**src/design/gauss_seidel_solver_assert.svh**
```systemverilog
// ----------------------------------------------------------------------------
// gauss_seidel_solver assertion macros
// Shared concurrent assertion forms, clocked on clk, disabled in reset.
// ----------------------------------------------------------------------------
`ifndef GAUSS_SEIDEL_SOLVER_ASSERT_SVH
`define GAUSS_SEIDEL_SOLVER_ASSERT_SVH

// same-cycle implication
`define GSS_ASSERT_NOW(lbl, ante, cons, msg) \
	lbl: assert property (@(posedge clk) disable iff (!arst_n) (ante) |-> (cons)) \
		else $error(msg);

// next-cycle implication
`define GSS_ASSERT_NEXT(lbl, ante, cons, msg) \
	lbl: assert property (@(posedge clk) disable iff (!arst_n) (ante) |=> (cons)) \
		else $error(msg);

`endif

```
**src/design/gss_pkg.sv**
```systemverilog
// ----------------------------------------------------------------------------
// gss_pkg
// Types, codes and constants shared by the Gauss-Seidel solver modules.
// ----------------------------------------------------------------------------
`timescale 1ns / 1ps

package gss_pkg;

	localparam int EQUATIONS_DEF = 4;
	localparam int IDX_W         = 3;   // index width for up to eight unknowns
	localparam int ACC_W         = 52;  // numerator accumulator width
	localparam int SWEEP_LIMIT_RST = 5;
	localparam int TOLERANCE_RST   = 1;

	localparam logic [1:0] CMD_COEFF = 2'd0;
	localparam logic [1:0] CMD_RHS   = 2'd1;
	localparam logic [1:0] CMD_SOLVE = 2'd2;

	localparam logic [1:0] STS_CONVERGED = 2'd0;
	localparam logic [1:0] STS_LIMIT     = 2'd1;
	localparam logic [1:0] STS_ZERO_DIAG = 2'd2;

	localparam logic REG_SWEEP_LIMIT = 1'b0;
	localparam logic REG_TOLERANCE   = 1'b1;

	typedef enum logic [3:0] {
		ST_IDLE,
		ST_CHECK,
		ST_ROW,
		ST_MUL,
		ST_ACC,
		ST_DIV,
		ST_WAIT,
		ST_SWEEP,
		ST_EMIT
	} gss_state_t;

	typedef struct packed {
		logic             clear;
		logic             row_init;
		logic             mul;
		logic             acc;
		logic             div_start;
		logic             write;
		logic             emit;
		logic             last;
		logic [IDX_W-1:0] idx_i;
		logic [IDX_W-1:0] idx_j;
		logic [1:0]       status;
		logic [7:0]       sweeps;
	} gss_cmd_t;

	typedef struct packed {
		logic diag_zero;
		logic div_done;
		logic close;
		logic out_free;
	} gss_sts_t;

endpackage

```
**src/design/gss_divider.sv**
```systemverilog
// ----------------------------------------------------------------------------
// gss_divider
// Iterative Q16.16 divider, one quotient bit per cycle, truncating toward
// zero with saturation to the 32-bit signed range.
// ----------------------------------------------------------------------------
`timescale 1ns / 1ps

module gss_divider (
	input  logic                            clk,
	input  logic                            arst_n,
	input  logic                            start,
	input  logic signed [gss_pkg::ACC_W-1:0] num,
	input  logic signed [31:0]              den,
	output logic                            done,
	output logic signed [31:0]              quo
);

	localparam int HI_W = gss_pkg::ACC_W - 16;

	logic                  busy_q;
	logic                  done_q;
	logic [4:0]            cnt_q;
	logic [31:0]           rem_q;
	logic [31:0]           dvd_q;
	logic [31:0]           quo_q;
	logic [31:0]           den_q;
	logic                  neg_q;
	logic                  sat_q;

	logic [gss_pkg::ACC_W-1:0] n_abs;
	logic [31:0]               d_abs;
	logic [HI_W-1:0]           hi;
	logic [32:0]               trial;
	logic [32:0]               diff;

	assign n_abs = num[gss_pkg::ACC_W-1] ? $unsigned(-num) : $unsigned(num);
	assign d_abs = den[31] ? $unsigned(-den) : $unsigned(den);
	assign hi    = n_abs[gss_pkg::ACC_W-1:16];
	assign trial = {rem_q, dvd_q[31]};
	assign diff  = trial - {1'b0, den_q};

	always_ff @(posedge clk or negedge arst_n) begin
		if (!arst_n) begin
			busy_q <= 1'b0;
			done_q <= 1'b0;
			cnt_q  <= '0;
		end else begin
			done_q <= 1'b0;
			if (start) begin
				if (hi >= HI_W'(d_abs)) begin
					done_q <= 1'b1;
				end else begin
					busy_q <= 1'b1;
					cnt_q  <= '0;
				end
			end else if (busy_q) begin
				cnt_q <= cnt_q + 5'd1;
				if (cnt_q == 5'd31) begin
					busy_q <= 1'b0;
					done_q <= 1'b1;
				end
			end
		end
	end

	always_ff @(posedge clk) begin
		if (start) begin
			sat_q <= hi >= HI_W'(d_abs);
			neg_q <= num[gss_pkg::ACC_W-1] != den[31];
			den_q <= d_abs;
			rem_q <= hi[31:0];
			dvd_q <= {n_abs[15:0], 16'd0};
			quo_q <= '0;
		end else if (busy_q) begin
			dvd_q <= {dvd_q[30:0], 1'b0};
			if (!diff[32]) begin
				rem_q <= diff[31:0];
				quo_q <= {quo_q[30:0], 1'b1};
			end else begin
				rem_q <= trial[31:0];
				quo_q <= {quo_q[30:0], 1'b0};
			end
		end
	end

	always_comb begin
		if (sat_q) begin
			quo = neg_q ? 32'sh8000_0000 : 32'sh7fff_ffff;
		end else if (neg_q) begin
			quo = (quo_q > 32'h8000_0000) ? 32'sh8000_0000 : $signed(-quo_q);
		end else begin
			quo = quo_q[31] ? 32'sh7fff_ffff : $signed(quo_q);
		end
	end

	assign done = done_q;

endmodule

```
**src/design/gss_datapath.sv**
```systemverilog
// ----------------------------------------------------------------------------
// gss_datapath
// Coefficient and right-hand-side stores, estimate registers, multiply and
// accumulate stage, divider and output register.
// ----------------------------------------------------------------------------
`timescale 1ns / 1ps

module gss_datapath #(
	parameter int EQUATIONS = gss_pkg::EQUATIONS_DEF
) (
	input  logic                clk,
	input  logic                arst_n,
	input  logic                load,
	input  logic [1:0]          command,
	input  logic [1:0]          row,
	input  logic [1:0]          col,
	input  logic signed [31:0]  value,
	input  logic [15:0]         tolerance,
	input  gss_pkg::gss_cmd_t   cmd,
	output gss_pkg::gss_sts_t   sts,
	input  logic                out_stall,
	output logic                out_valid,
	output logic [1:0]          index,
	output logic signed [31:0]  solution,
	output logic [1:0]          status,
	output logic [7:0]          sweeps_used,
	output logic                last
);

	localparam int IW = $clog2(EQUATIONS);
	localparam int AW = $clog2(EQUATIONS * EQUATIONS);

	logic signed [31:0] coeff_q [EQUATIONS*EQUATIONS];
	logic signed [31:0] rhs_q   [EQUATIONS];
	logic signed [31:0] cur_q   [EQUATIONS];

	logic signed [gss_pkg::ACC_W-1:0] acc_q;
	logic signed [31:0]               old_q;
	logic signed [63:0]               prod_s1;
	logic                             en_s1;
	logic                             out_valid_q;

	logic [IW-1:0]      ii;
	logic [IW-1:0]      jj;
	logic [IW-1:0]      sel;
	logic [AW-1:0]      rd_addr;
	logic [AW-1:0]      wr_addr;
	logic signed [31:0] coeff_rd;
	logic signed [31:0] cur_rd;
	logic               div_done;
	logic signed [31:0] div_quo;
	logic signed [32:0] dlt;
	logic [32:0]        dlt_abs;

	assign ii       = cmd.idx_i[IW-1:0];
	assign jj       = cmd.idx_j[IW-1:0];
	assign sel      = cmd.mul ? jj : ii;
	assign rd_addr  = AW'(int'(ii) * EQUATIONS + int'(sel));
	assign wr_addr  = AW'(int'(row) * EQUATIONS + int'(col));
	assign coeff_rd = coeff_q[rd_addr];
	assign cur_rd   = cur_q[sel];

	assign dlt     = 33'(div_quo) - 33'(old_q);
	assign dlt_abs = dlt[32] ? $unsigned(-dlt) : $unsigned(dlt);

	assign sts.diag_zero = coeff_rd == 32'sd0;
	assign sts.div_done  = div_done;
	assign sts.close     = dlt_abs < {17'd0, tolerance};
	assign sts.out_free  = !out_valid_q || !out_stall;

	gss_divider u_div (
		.clk    (clk),
		.arst_n (arst_n),
		.start  (cmd.div_start),
		.num    (acc_q),
		.den    (coeff_rd),
		.done   (div_done),
		.quo    (div_quo)
	);

	always_ff @(posedge clk) begin
		if (load && command == gss_pkg::CMD_COEFF && int'(row) < EQUATIONS
				&& int'(col) < EQUATIONS) begin
			coeff_q[wr_addr] <= value;
		end
		if (load && command == gss_pkg::CMD_RHS && int'(row) < EQUATIONS) begin
			rhs_q[IW'(row)] <= value;
		end
	end

	always_ff @(posedge clk or negedge arst_n) begin
		if (!arst_n) begin
			for (int k = 0; k < EQUATIONS; k++) begin
				cur_q[k] <= '0;
			end
			out_valid_q <= 1'b0;
		end else begin
			if (cmd.clear) begin
				for (int k = 0; k < EQUATIONS; k++) begin
					cur_q[k] <= '0;
				end
			end else if (cmd.write) begin
				cur_q[ii] <= div_quo;
			end
			if (cmd.emit && sts.out_free) begin
				out_valid_q <= 1'b1;
			end else if (!out_stall) begin
				out_valid_q <= 1'b0;
			end
		end
	end

	always_ff @(posedge clk) begin
		if (cmd.row_init) begin
			acc_q <= gss_pkg::ACC_W'(rhs_q[ii]);
			old_q <= cur_rd;
		end else if (cmd.acc && en_s1) begin
			acc_q <= acc_q - gss_pkg::ACC_W'(prod_s1 >>> 16);
		end
		prod_s1 <= coeff_rd * cur_rd;
		en_s1   <= cmd.mul && (jj != ii);
		if (cmd.emit && sts.out_free) begin
			index       <= 2'(ii);
			solution    <= cur_rd;
			status      <= cmd.status;
			sweeps_used <= cmd.sweeps;
			last        <= cmd.last;
		end
	end

	assign out_valid = out_valid_q;

endmodule

```
**src/design/gss_ctrl.sv**
```systemverilog
// ----------------------------------------------------------------------------
// gss_ctrl
// Solve sequencer: diagonal check, row and term walk, divider handoff,
// sweep bookkeeping and result burst.
// ----------------------------------------------------------------------------
`timescale 1ns / 1ps

`include "gauss_seidel_solver_assert.svh"

module gss_ctrl #(
	parameter int EQUATIONS = gss_pkg::EQUATIONS_DEF
) (
	input  logic              clk,
	input  logic              arst_n,
	input  logic              start,
	input  logic [7:0]        sweep_limit,
	input  gss_pkg::gss_sts_t sts,
	output gss_pkg::gss_cmd_t cmd,
	output logic              busy
);

	localparam int IW = $clog2(EQUATIONS);
	localparam logic [IW-1:0] LAST_IDX = IW'(EQUATIONS - 1);

	gss_pkg::gss_state_t state_q, state_d;
	logic [IW-1:0] i_q, i_d;
	logic [IW-1:0] j_q, j_d;
	logic [7:0]    sweeps_q, sweeps_d;
	logic [1:0]    status_q, status_d;
	logic          close_q, close_d;
	logic [7:0]    sweep_nxt;

	assign sweep_nxt = sweeps_q + 8'd1;

	always_ff @(posedge clk or negedge arst_n) begin
		if (!arst_n) begin
			state_q  <= gss_pkg::ST_IDLE;
			i_q      <= '0;
			j_q      <= '0;
			sweeps_q <= '0;
			status_q <= gss_pkg::STS_LIMIT;
			close_q  <= 1'b1;
		end else begin
			state_q  <= state_d;
			i_q      <= i_d;
			j_q      <= j_d;
			sweeps_q <= sweeps_d;
			status_q <= status_d;
			close_q  <= close_d;
		end
	end

	always_comb begin
		state_d  = state_q;
		i_d      = i_q;
		j_d      = j_q;
		sweeps_d = sweeps_q;
		status_d = status_q;
		close_d  = close_q;
		cmd        = '0;
		cmd.idx_i  = gss_pkg::IDX_W'(i_q);
		cmd.idx_j  = gss_pkg::IDX_W'(j_q);
		cmd.status = status_q;
		cmd.sweeps = sweeps_q;
		cmd.last   = i_q == LAST_IDX;
		unique case (state_q)
			gss_pkg::ST_IDLE: begin
				if (start) begin
					cmd.clear = 1'b1;
					sweeps_d  = '0;
					i_d       = '0;
					state_d   = gss_pkg::ST_CHECK;
				end
			end
			gss_pkg::ST_CHECK: begin
				if (sts.diag_zero) begin
					status_d = gss_pkg::STS_ZERO_DIAG;
					i_d      = '0;
					state_d  = gss_pkg::ST_EMIT;
				end else if (i_q == LAST_IDX) begin
					i_d     = '0;
					close_d = 1'b1;
					if (sweep_limit == 8'd0) begin
						status_d = gss_pkg::STS_LIMIT;
						state_d  = gss_pkg::ST_EMIT;
					end else begin
						state_d = gss_pkg::ST_ROW;
					end
				end else begin
					i_d = i_q + 1'b1;
				end
			end
			gss_pkg::ST_ROW: begin
				cmd.row_init = 1'b1;
				j_d          = '0;
				state_d      = gss_pkg::ST_MUL;
			end
			gss_pkg::ST_MUL: begin
				cmd.mul = 1'b1;
				state_d = gss_pkg::ST_ACC;
			end
			gss_pkg::ST_ACC: begin
				cmd.acc = 1'b1;
				if (j_q == LAST_IDX) begin
					state_d = gss_pkg::ST_DIV;
				end else begin
					j_d     = j_q + 1'b1;
					state_d = gss_pkg::ST_MUL;
				end
			end
			gss_pkg::ST_DIV: begin
				cmd.div_start = 1'b1;
				state_d       = gss_pkg::ST_WAIT;
			end
			gss_pkg::ST_WAIT: begin
				if (sts.div_done) begin
					cmd.write = 1'b1;
					close_d   = close_q && sts.close;
					if (i_q == LAST_IDX) begin
						state_d = gss_pkg::ST_SWEEP;
					end else begin
						i_d     = i_q + 1'b1;
						state_d = gss_pkg::ST_ROW;
					end
				end
			end
			gss_pkg::ST_SWEEP: begin
				sweeps_d = sweep_nxt;
				i_d      = '0;
				if (close_q) begin
					status_d = gss_pkg::STS_CONVERGED;
					state_d  = gss_pkg::ST_EMIT;
				end else if (sweep_nxt >= sweep_limit) begin
					status_d = gss_pkg::STS_LIMIT;
					state_d  = gss_pkg::ST_EMIT;
				end else begin
					close_d = 1'b1;
					state_d = gss_pkg::ST_ROW;
				end
			end
			gss_pkg::ST_EMIT: begin
				cmd.emit = 1'b1;
				if (sts.out_free) begin
					if (i_q == LAST_IDX) begin
						i_d     = '0;
						state_d = gss_pkg::ST_IDLE;
					end else begin
						i_d = i_q + 1'b1;
					end
				end
			end
			default: begin
				state_d = gss_pkg::ST_IDLE;
			end
		endcase
	end

	assign busy = state_q != gss_pkg::ST_IDLE;

	`GSS_ASSERT_NOW(a_done_in_wait, sts.div_done, state_q == gss_pkg::ST_WAIT, "divider done outside wait")
	`GSS_ASSERT_NEXT(a_div_to_wait, state_q == gss_pkg::ST_DIV, state_q == gss_pkg::ST_WAIT, "divide not awaited")
	`GSS_ASSERT_NOW(a_limit_count, cmd.emit && status_q == gss_pkg::STS_LIMIT, sweeps_q == sweep_limit, "limit status with wrong sweep count")
	`GSS_ASSERT_NOW(a_zero_diag_count, cmd.emit && status_q == gss_pkg::STS_ZERO_DIAG, sweeps_q == 8'd0, "zero diagonal after sweeps")

endmodule

```
**src/design/gauss_seidel_solver.sv**
```systemverilog
// ----------------------------------------------------------------------------
// gauss_seidel_solver
// Fixed-point Gauss-Seidel solver: loads, solve sequencing, result burst.
// ----------------------------------------------------------------------------
// Loads of a coefficient or right-hand-side element are accepted while the
// solver is idle. A solve first checks the diagonal, then runs sweeps in
// which every row walks its terms through one 32x32 multiplier, a multiply
// state and an accumulate state per term, and then waits on the iterative
// divider, which yields one quotient bit per cycle. The result burst emits
// the components in index order and holds while the output side stalls.
// Inputs are held off from the solve until the burst has been handed to the
// output register.
`timescale 1ns / 1ps

module gauss_seidel_solver #(
	parameter int EQUATIONS = gss_pkg::EQUATIONS_DEF
) (
	input  logic               clk,
	input  logic               arst_n,
	input  logic               in_valid,
	output logic               in_stall,
	input  logic [1:0]         command,
	input  logic [1:0]         row,
	input  logic [1:0]         col,
	input  logic signed [31:0] value,
	output logic               out_valid,
	input  logic               out_stall,
	output logic [1:0]         index,
	output logic signed [31:0] solution,
	output logic [1:0]         status,
	output logic [7:0]         sweeps_used,
	output logic               last,
	input  logic               cfg_we,
	input  logic               cfg_index,
	input  logic [15:0]        cfg_data
);

	logic [7:0]        sweep_limit_q;
	logic [15:0]       tolerance_q;
	logic              accept;
	logic              busy;
	gss_pkg::gss_cmd_t cmd;
	gss_pkg::gss_sts_t sts;

	always_ff @(posedge clk or negedge arst_n) begin
		if (!arst_n) begin
			sweep_limit_q <= 8'(gss_pkg::SWEEP_LIMIT_RST);
			tolerance_q   <= 16'(gss_pkg::TOLERANCE_RST);
		end else if (cfg_we) begin
			unique case (cfg_index)
				gss_pkg::REG_SWEEP_LIMIT: sweep_limit_q <= cfg_data[7:0];
				gss_pkg::REG_TOLERANCE:   tolerance_q   <= cfg_data;
				default: ;
			endcase
		end
	end

	assign in_stall = busy;
	assign accept   = in_valid && !busy;

	gss_ctrl #(
		.EQUATIONS (EQUATIONS)
	) u_ctrl (
		.clk         (clk),
		.arst_n      (arst_n),
		.start       (accept && command == gss_pkg::CMD_SOLVE),
		.sweep_limit (sweep_limit_q),
		.sts         (sts),
		.cmd         (cmd),
		.busy        (busy)
	);

	gss_datapath #(
		.EQUATIONS (EQUATIONS)
	) u_dp (
		.clk         (clk),
		.arst_n      (arst_n),
		.load        (accept),
		.command     (command),
		.row         (row),
		.col         (col),
		.value       (value),
		.tolerance   (tolerance_q),
		.cmd         (cmd),
		.sts         (sts),
		.out_stall   (out_stall),
		.out_valid   (out_valid),
		.index       (index),
		.solution    (solution),
		.status      (status),
		.sweeps_used (sweeps_used),
		.last        (last)
	);

endmodule

```
**config.mk**
```make
export PLATFORM = sky130hd
export DESIGN_NAME = gauss_seidel_solver
export DESIGN_NICKNAME = d
export VERILOG_FILES = /design/src/design/gss_pkg.sv /design/src/design/gss_divider.sv /design/src/design/gss_datapath.sv /design/src/design/gss_ctrl.sv /design/src/design/gauss_seidel_solver.sv
export VERILOG_INCLUDE_DIRS = /design/src /design/src/design
export SDC_FILE = /design/constraint.sdc
export NUM_CORES = 2
export LEC_CHECK = 0
export BUFFER_PORTS_ARGS = -buffer_cell sky130_fd_sc_hd__buf_2
export CORE_MARGIN = 2
export CORE_UTILIZATION = 30
export CTS_CLUSTER_SIZE = 14
export DETAILED_ROUTE_END_ITERATION = 6
export PLACE_DENSITY_LB_ADDON = 0.05
export SETUP_SLACK_MARGIN = 0.3
export SKIP_CTS_REPAIR_TIMING = 1
export SLEW_MARGIN = 5
export SYNTH_ARGS = -nofsm -noshare
export SYNTH_HDL_FRONTEND = slang
export SYNTH_SLANG_ARGS = --single-unit
```
**constraint.sdc**
```tcl
create_clock -name clk -period 18.3 [get_ports clk]
set_input_delay 2.745 -clock clk [delete_from_list [all_inputs] [get_ports clk]]
set_output_delay 2.745 -clock clk [all_outputs]
set_load 0.05 [all_outputs]
```
==> impl_summary.txt <==
----------------------------------------------------
[Synth]
  Count of synthesis-stage warnings from yosys ... 0
  Most frequent cell after synthesis ... sky130_fd_sc_hd__inv_1
  Number of flops mapped to enable cells by yosys ... approximately 850
  Post-Syn Instances ... ~8100
  Post-synthesis instance area ... between 80000 and 90000 sq um
  Syn_nets ... around 9600
  Top post-synthesis cells by area ... sky130_fd_sc_hd__edfxtp_1 (29%), sky130_fd_sc_hd__fa_1 (25%), sky130_fd_sc_hd__ha_1 (5.1%)
  Number of distinct library cell variants in the gate-level netlist after synthesis ... slightly above 100
  Post-synthesis register bit count ... between 1000 and 1500
  Top cell type by total area after synthesis ... sky130_fd_sc_hd__edfxtp_1
  Share of flip-flops with an asynchronous set or reset after synthesis ... between 10% and 20%
  Post-synth top flop ... sky130_fd_sc_hd__edfxtp_1
  Average cell area after synthesis ... 10.93 sq um
  Synth top cells by count ... sky130_fd_sc_hd__inv_1 (1204), sky130_fd_sc_hd__fa_1 (1084), sky130_fd_sc_hd__nand2_1 (1047)
  Part of the Yosys area used for sequential elements ... ~36%
  Share of the synthesized area in the top cell type ... 29.01%

[GRT]
  Global-route wire length before repair ... slightly below 500000 um
  Largest net degree at the start of global routing ... around 120
  Number of antenna violations at the first check in global routing ... 29
  Total gr overflow ... 0
  Number of global-route vias before repair ... ~66000
  Total routing usage reported by global routing ... approximately 23%

[Floorplanning]
  Placeable core region ... 291600 sq um
  Die Y-Extent ... ~550 um
  Width of the chip ... ~550 um
  Die area ... 298000 sq um
  Number of standard-cell rows in the floorplan ... 198
  Initial core utilization ... between 30 and 40%
  I/O pin total ... 107

[Worst setup path]
  Top cell by count, worst path ... sky130_fd_sc_hd__fa_1
  Critical path endpoint category ... flop
  Type of the setup path with the least slack ... flop to flop
  Largest incremental delay on the critical path ... between 1000 and 1500 ps
  Crit path launch type ... flop
  Required time worst endpoint ... between 15000 and 20000 ps
  Worst path slowest cell ... sky130_fd_sc_hd__fa_1
  Biggest fanout along the worst timing path ... 46
  WP data arrival ... approximately 14000 ps

[Timing]
  Shortest clock period the worst path allows after layout ... around 13000 ps
  RSZ-0062 raised after global routing ... false
  Sum Neg Setup Slack ... 0 ps
  Final Hold Fails ... 0
  Worst Max-Slew Pin Slew ... between 1000 and 1500 ps
  Worst clock skew ... around 69 ps
  Max Clock Freq ... between 70 and 80 MHz
  Number of endpoints failing setup at the final stage ... 0
  Final cycle utilization of the critical path ... between 70% and 80%
  Fin. max-slew vios ... 0
  Worst slew slack as a fraction of its limit ... between 10% and 20%

[Outcome]
  Result of the run ... complete, no violations

[Detailed routing]
  Drt pass-1 iters ... 5
  Drc violations ... 0
  Routed wire length per instance ... around 28 um
  Number of nets with antenna violations after routing ... 0
  Detailed router's first-iteration violation count ... 4321
  Post-detailed-routing wire length ... between 300000 and 400000 um
  Number of vias per cell after detailed routing ... between 5 and 6
  Overall via count from detail_route ... a little over 60000

[Clock network]
  Clk Latency, worst-skew pair ... 830 ps
  Maximum level of the CTS H-tree ... 4
  Root cell of the clock tree ... sky130_fd_sc_hd__clkbuf_16
  Cts bufs inserted ... roughly 150
  Number of sinks driven by the clock tree ... 1111
  Clock transition time at the flip-flop clock pins of the worst setup and hold paths ... roughly 60 ps
  Maximum root-to-sink buffer count ... 4
  Clock tree from TritonCTS ... yes

[Placement]
  IO buf count ... 106
  Weighted congestion at the end of routability-driven global placement ... roughly 0.86
  DP Wirelength ... around 240000 um

[Final layout]
  Synthesis-to-finish area growth ... 11.97%
  Number of nets in the layout ... 9625
  Fraction of final layout cells with drive strength greater than 1 ... 10.18%

[Hold path]
  Path type of the worst min-delay path ... flop to flop

[Job]
  Maxcap violations ... 0

----------------------------------------------------
-- through the flow --
step	setup slack, ps	util (%)	cell area, sq um	cells	hold WS, ps
after global placement	5130	32.19	93870	11870	449.7
after CTS	5027	33.82	98630	12130	461.1
final	5077	33.83	98650	12130	458.9
after floorplan	7747	-	88100	8057	421.0
after detailed placement	5150	32.19	93870	11870	447.1
after global routing	4304	33.83	98630	12130	482.7
-- area by class of cell --
cell class	instances	area (sq um)
Fill cell	29430	192900
Clock buffer	185	3946
Clock inverter	71	810.8
Tap cell	3900	4880
Timing Repair Buffer	283	1881
Multi-Input combinational cell	5357	50860
Antenna cell	8	20.02
Inverter	1219	4583
Sequential cell	1111	31670
-- logic make-up (layout without fill, tap and decap cells) --
group | Yosys count | after routing | share of synthesized area [%]
xor+xnor | 265 | 265 | 2.634
buf+inv | 1589 | 1758 | 6.879
flops | 1111 | 1111 | 35.94
mux | 311 | 311 | 6.178
other cells | 0 | 8 | 0
simple gates | 2277 | 2277 | 11.11
fa+ha+maj | 1446 | 1446 | 29.77
compound gates | 1058 | 1058 | 7.489
-- path summary, 6_finish.rpt --
kind	from	end	slack, ps	cells past startpoint
min	u_ctrl.status_q[1]$_DFFE_PN0P_	u_dp.status[1]$_DFFE_PP_	460	0
max in group asynchronous	arst_n	u_dp.cur_q[90]$_DFFE_PN0P_	14870	2
min in group asynchronous	arst_n	u_ctrl.sweeps_q[1]$_DFFE_PN0P_	1980	1
max	u_ctrl.state_q[1]$_DFFE_PN0P_	u_dp.prod_s1[63]$_DFF_P_	5080	36
max reg2reg	u_ctrl.state_q[1]$_DFFE_PN0P_	u_dp.prod_s1[63]$_DFF_P_	5080	36
min reg2reg	u_ctrl.status_q[1]$_DFFE_PN0P_	u_dp.status[1]$_DFFE_PP_	460	0
-- per-layer routing --
metal	GRT usage [%]	part of all wire, %	up-vias
met5	0	0.010	-
met4	5.502	2.6	6
met3	3.463	4.7	415
met2	40.10	49	1555
met1	30.51	43	32570
li1	-	-	26770
-- worst max-delay path: cells and delay by family (launching register included) --
family	cells	cell delay, ps
muxes	2	680
buffers and inverters	8	3240
and+or+nand+nor	6	1490
AOI/OAI and AO/OA	10	1740
adders and majority gates	9	4910
DFF	1	640
xor gates and xnor gates	1	170
-- placed cells by master (no fill, tap or decap), drive strengths merged, types with 19 or more instances in the layout --
master | netlist | routed
inv | 1208 | 1214
fa | 1084 | 1084
nand2 | 1047 | 1047
edfxtp | 851 | 851
nor2 | 729 | 729
o21ai | 403 | 403
ha | 362 | 362
buf | 68 | 282
a21oi | 223 | 223
clkbuf | 302 | 186
mux4 | 183 | 183
dfrtp | 174 | 174
xnor2 | 163 | 163
a21o | 136 | 136
nand3 | 105 | 105
mux2i | 105 | 105
xor2 | 102 | 102
dfxtp | 81 | 81
nor3 | 61 | 61
clkinv | 11 | 54
nand4 | 50 | 50
nand2b | 49 | 49
o31ai | 47 | 47
nor2b | 40 | 40
or3 | 34 | 34
a211oi | 30 | 30
and3 | 27 | 27
o21a | 26 | 26
and2 | 25 | 25
o41ai | 24 | 24
nor4 | 24 | 24
a31oi | 23 | 23
mux2 | 23 | 23
or4 | 20 | 20
or2 | 19 | 19
-- registers in the layout, indices dropped and copies added, names as in the netlist, 4 cells and up --
name	count
u_dp.coeff_q	512
u_dp.cur_q	128
u_dp.rhs_q	128
u_dp.acc_q	52
u_dp.prod_s1	48
u_dp.old_q	32
u_dp.solution	32
u_dp.u_div.den_q	32
u_dp.u_div.quo_q	32
u_dp.u_div.rem_q	32
tolerance_q	16
u_dp.u_div.dvd_q	16
sweep_limit_q	8
u_ctrl.sweeps_q	8
u_dp.sweeps_used	8
u_dp.u_div.cnt_q	5
u_ctrl.state_q	4
Power is not shown: default switching activity piles up to over one toggle a cycle in this logic, so the estimate is an artifact.
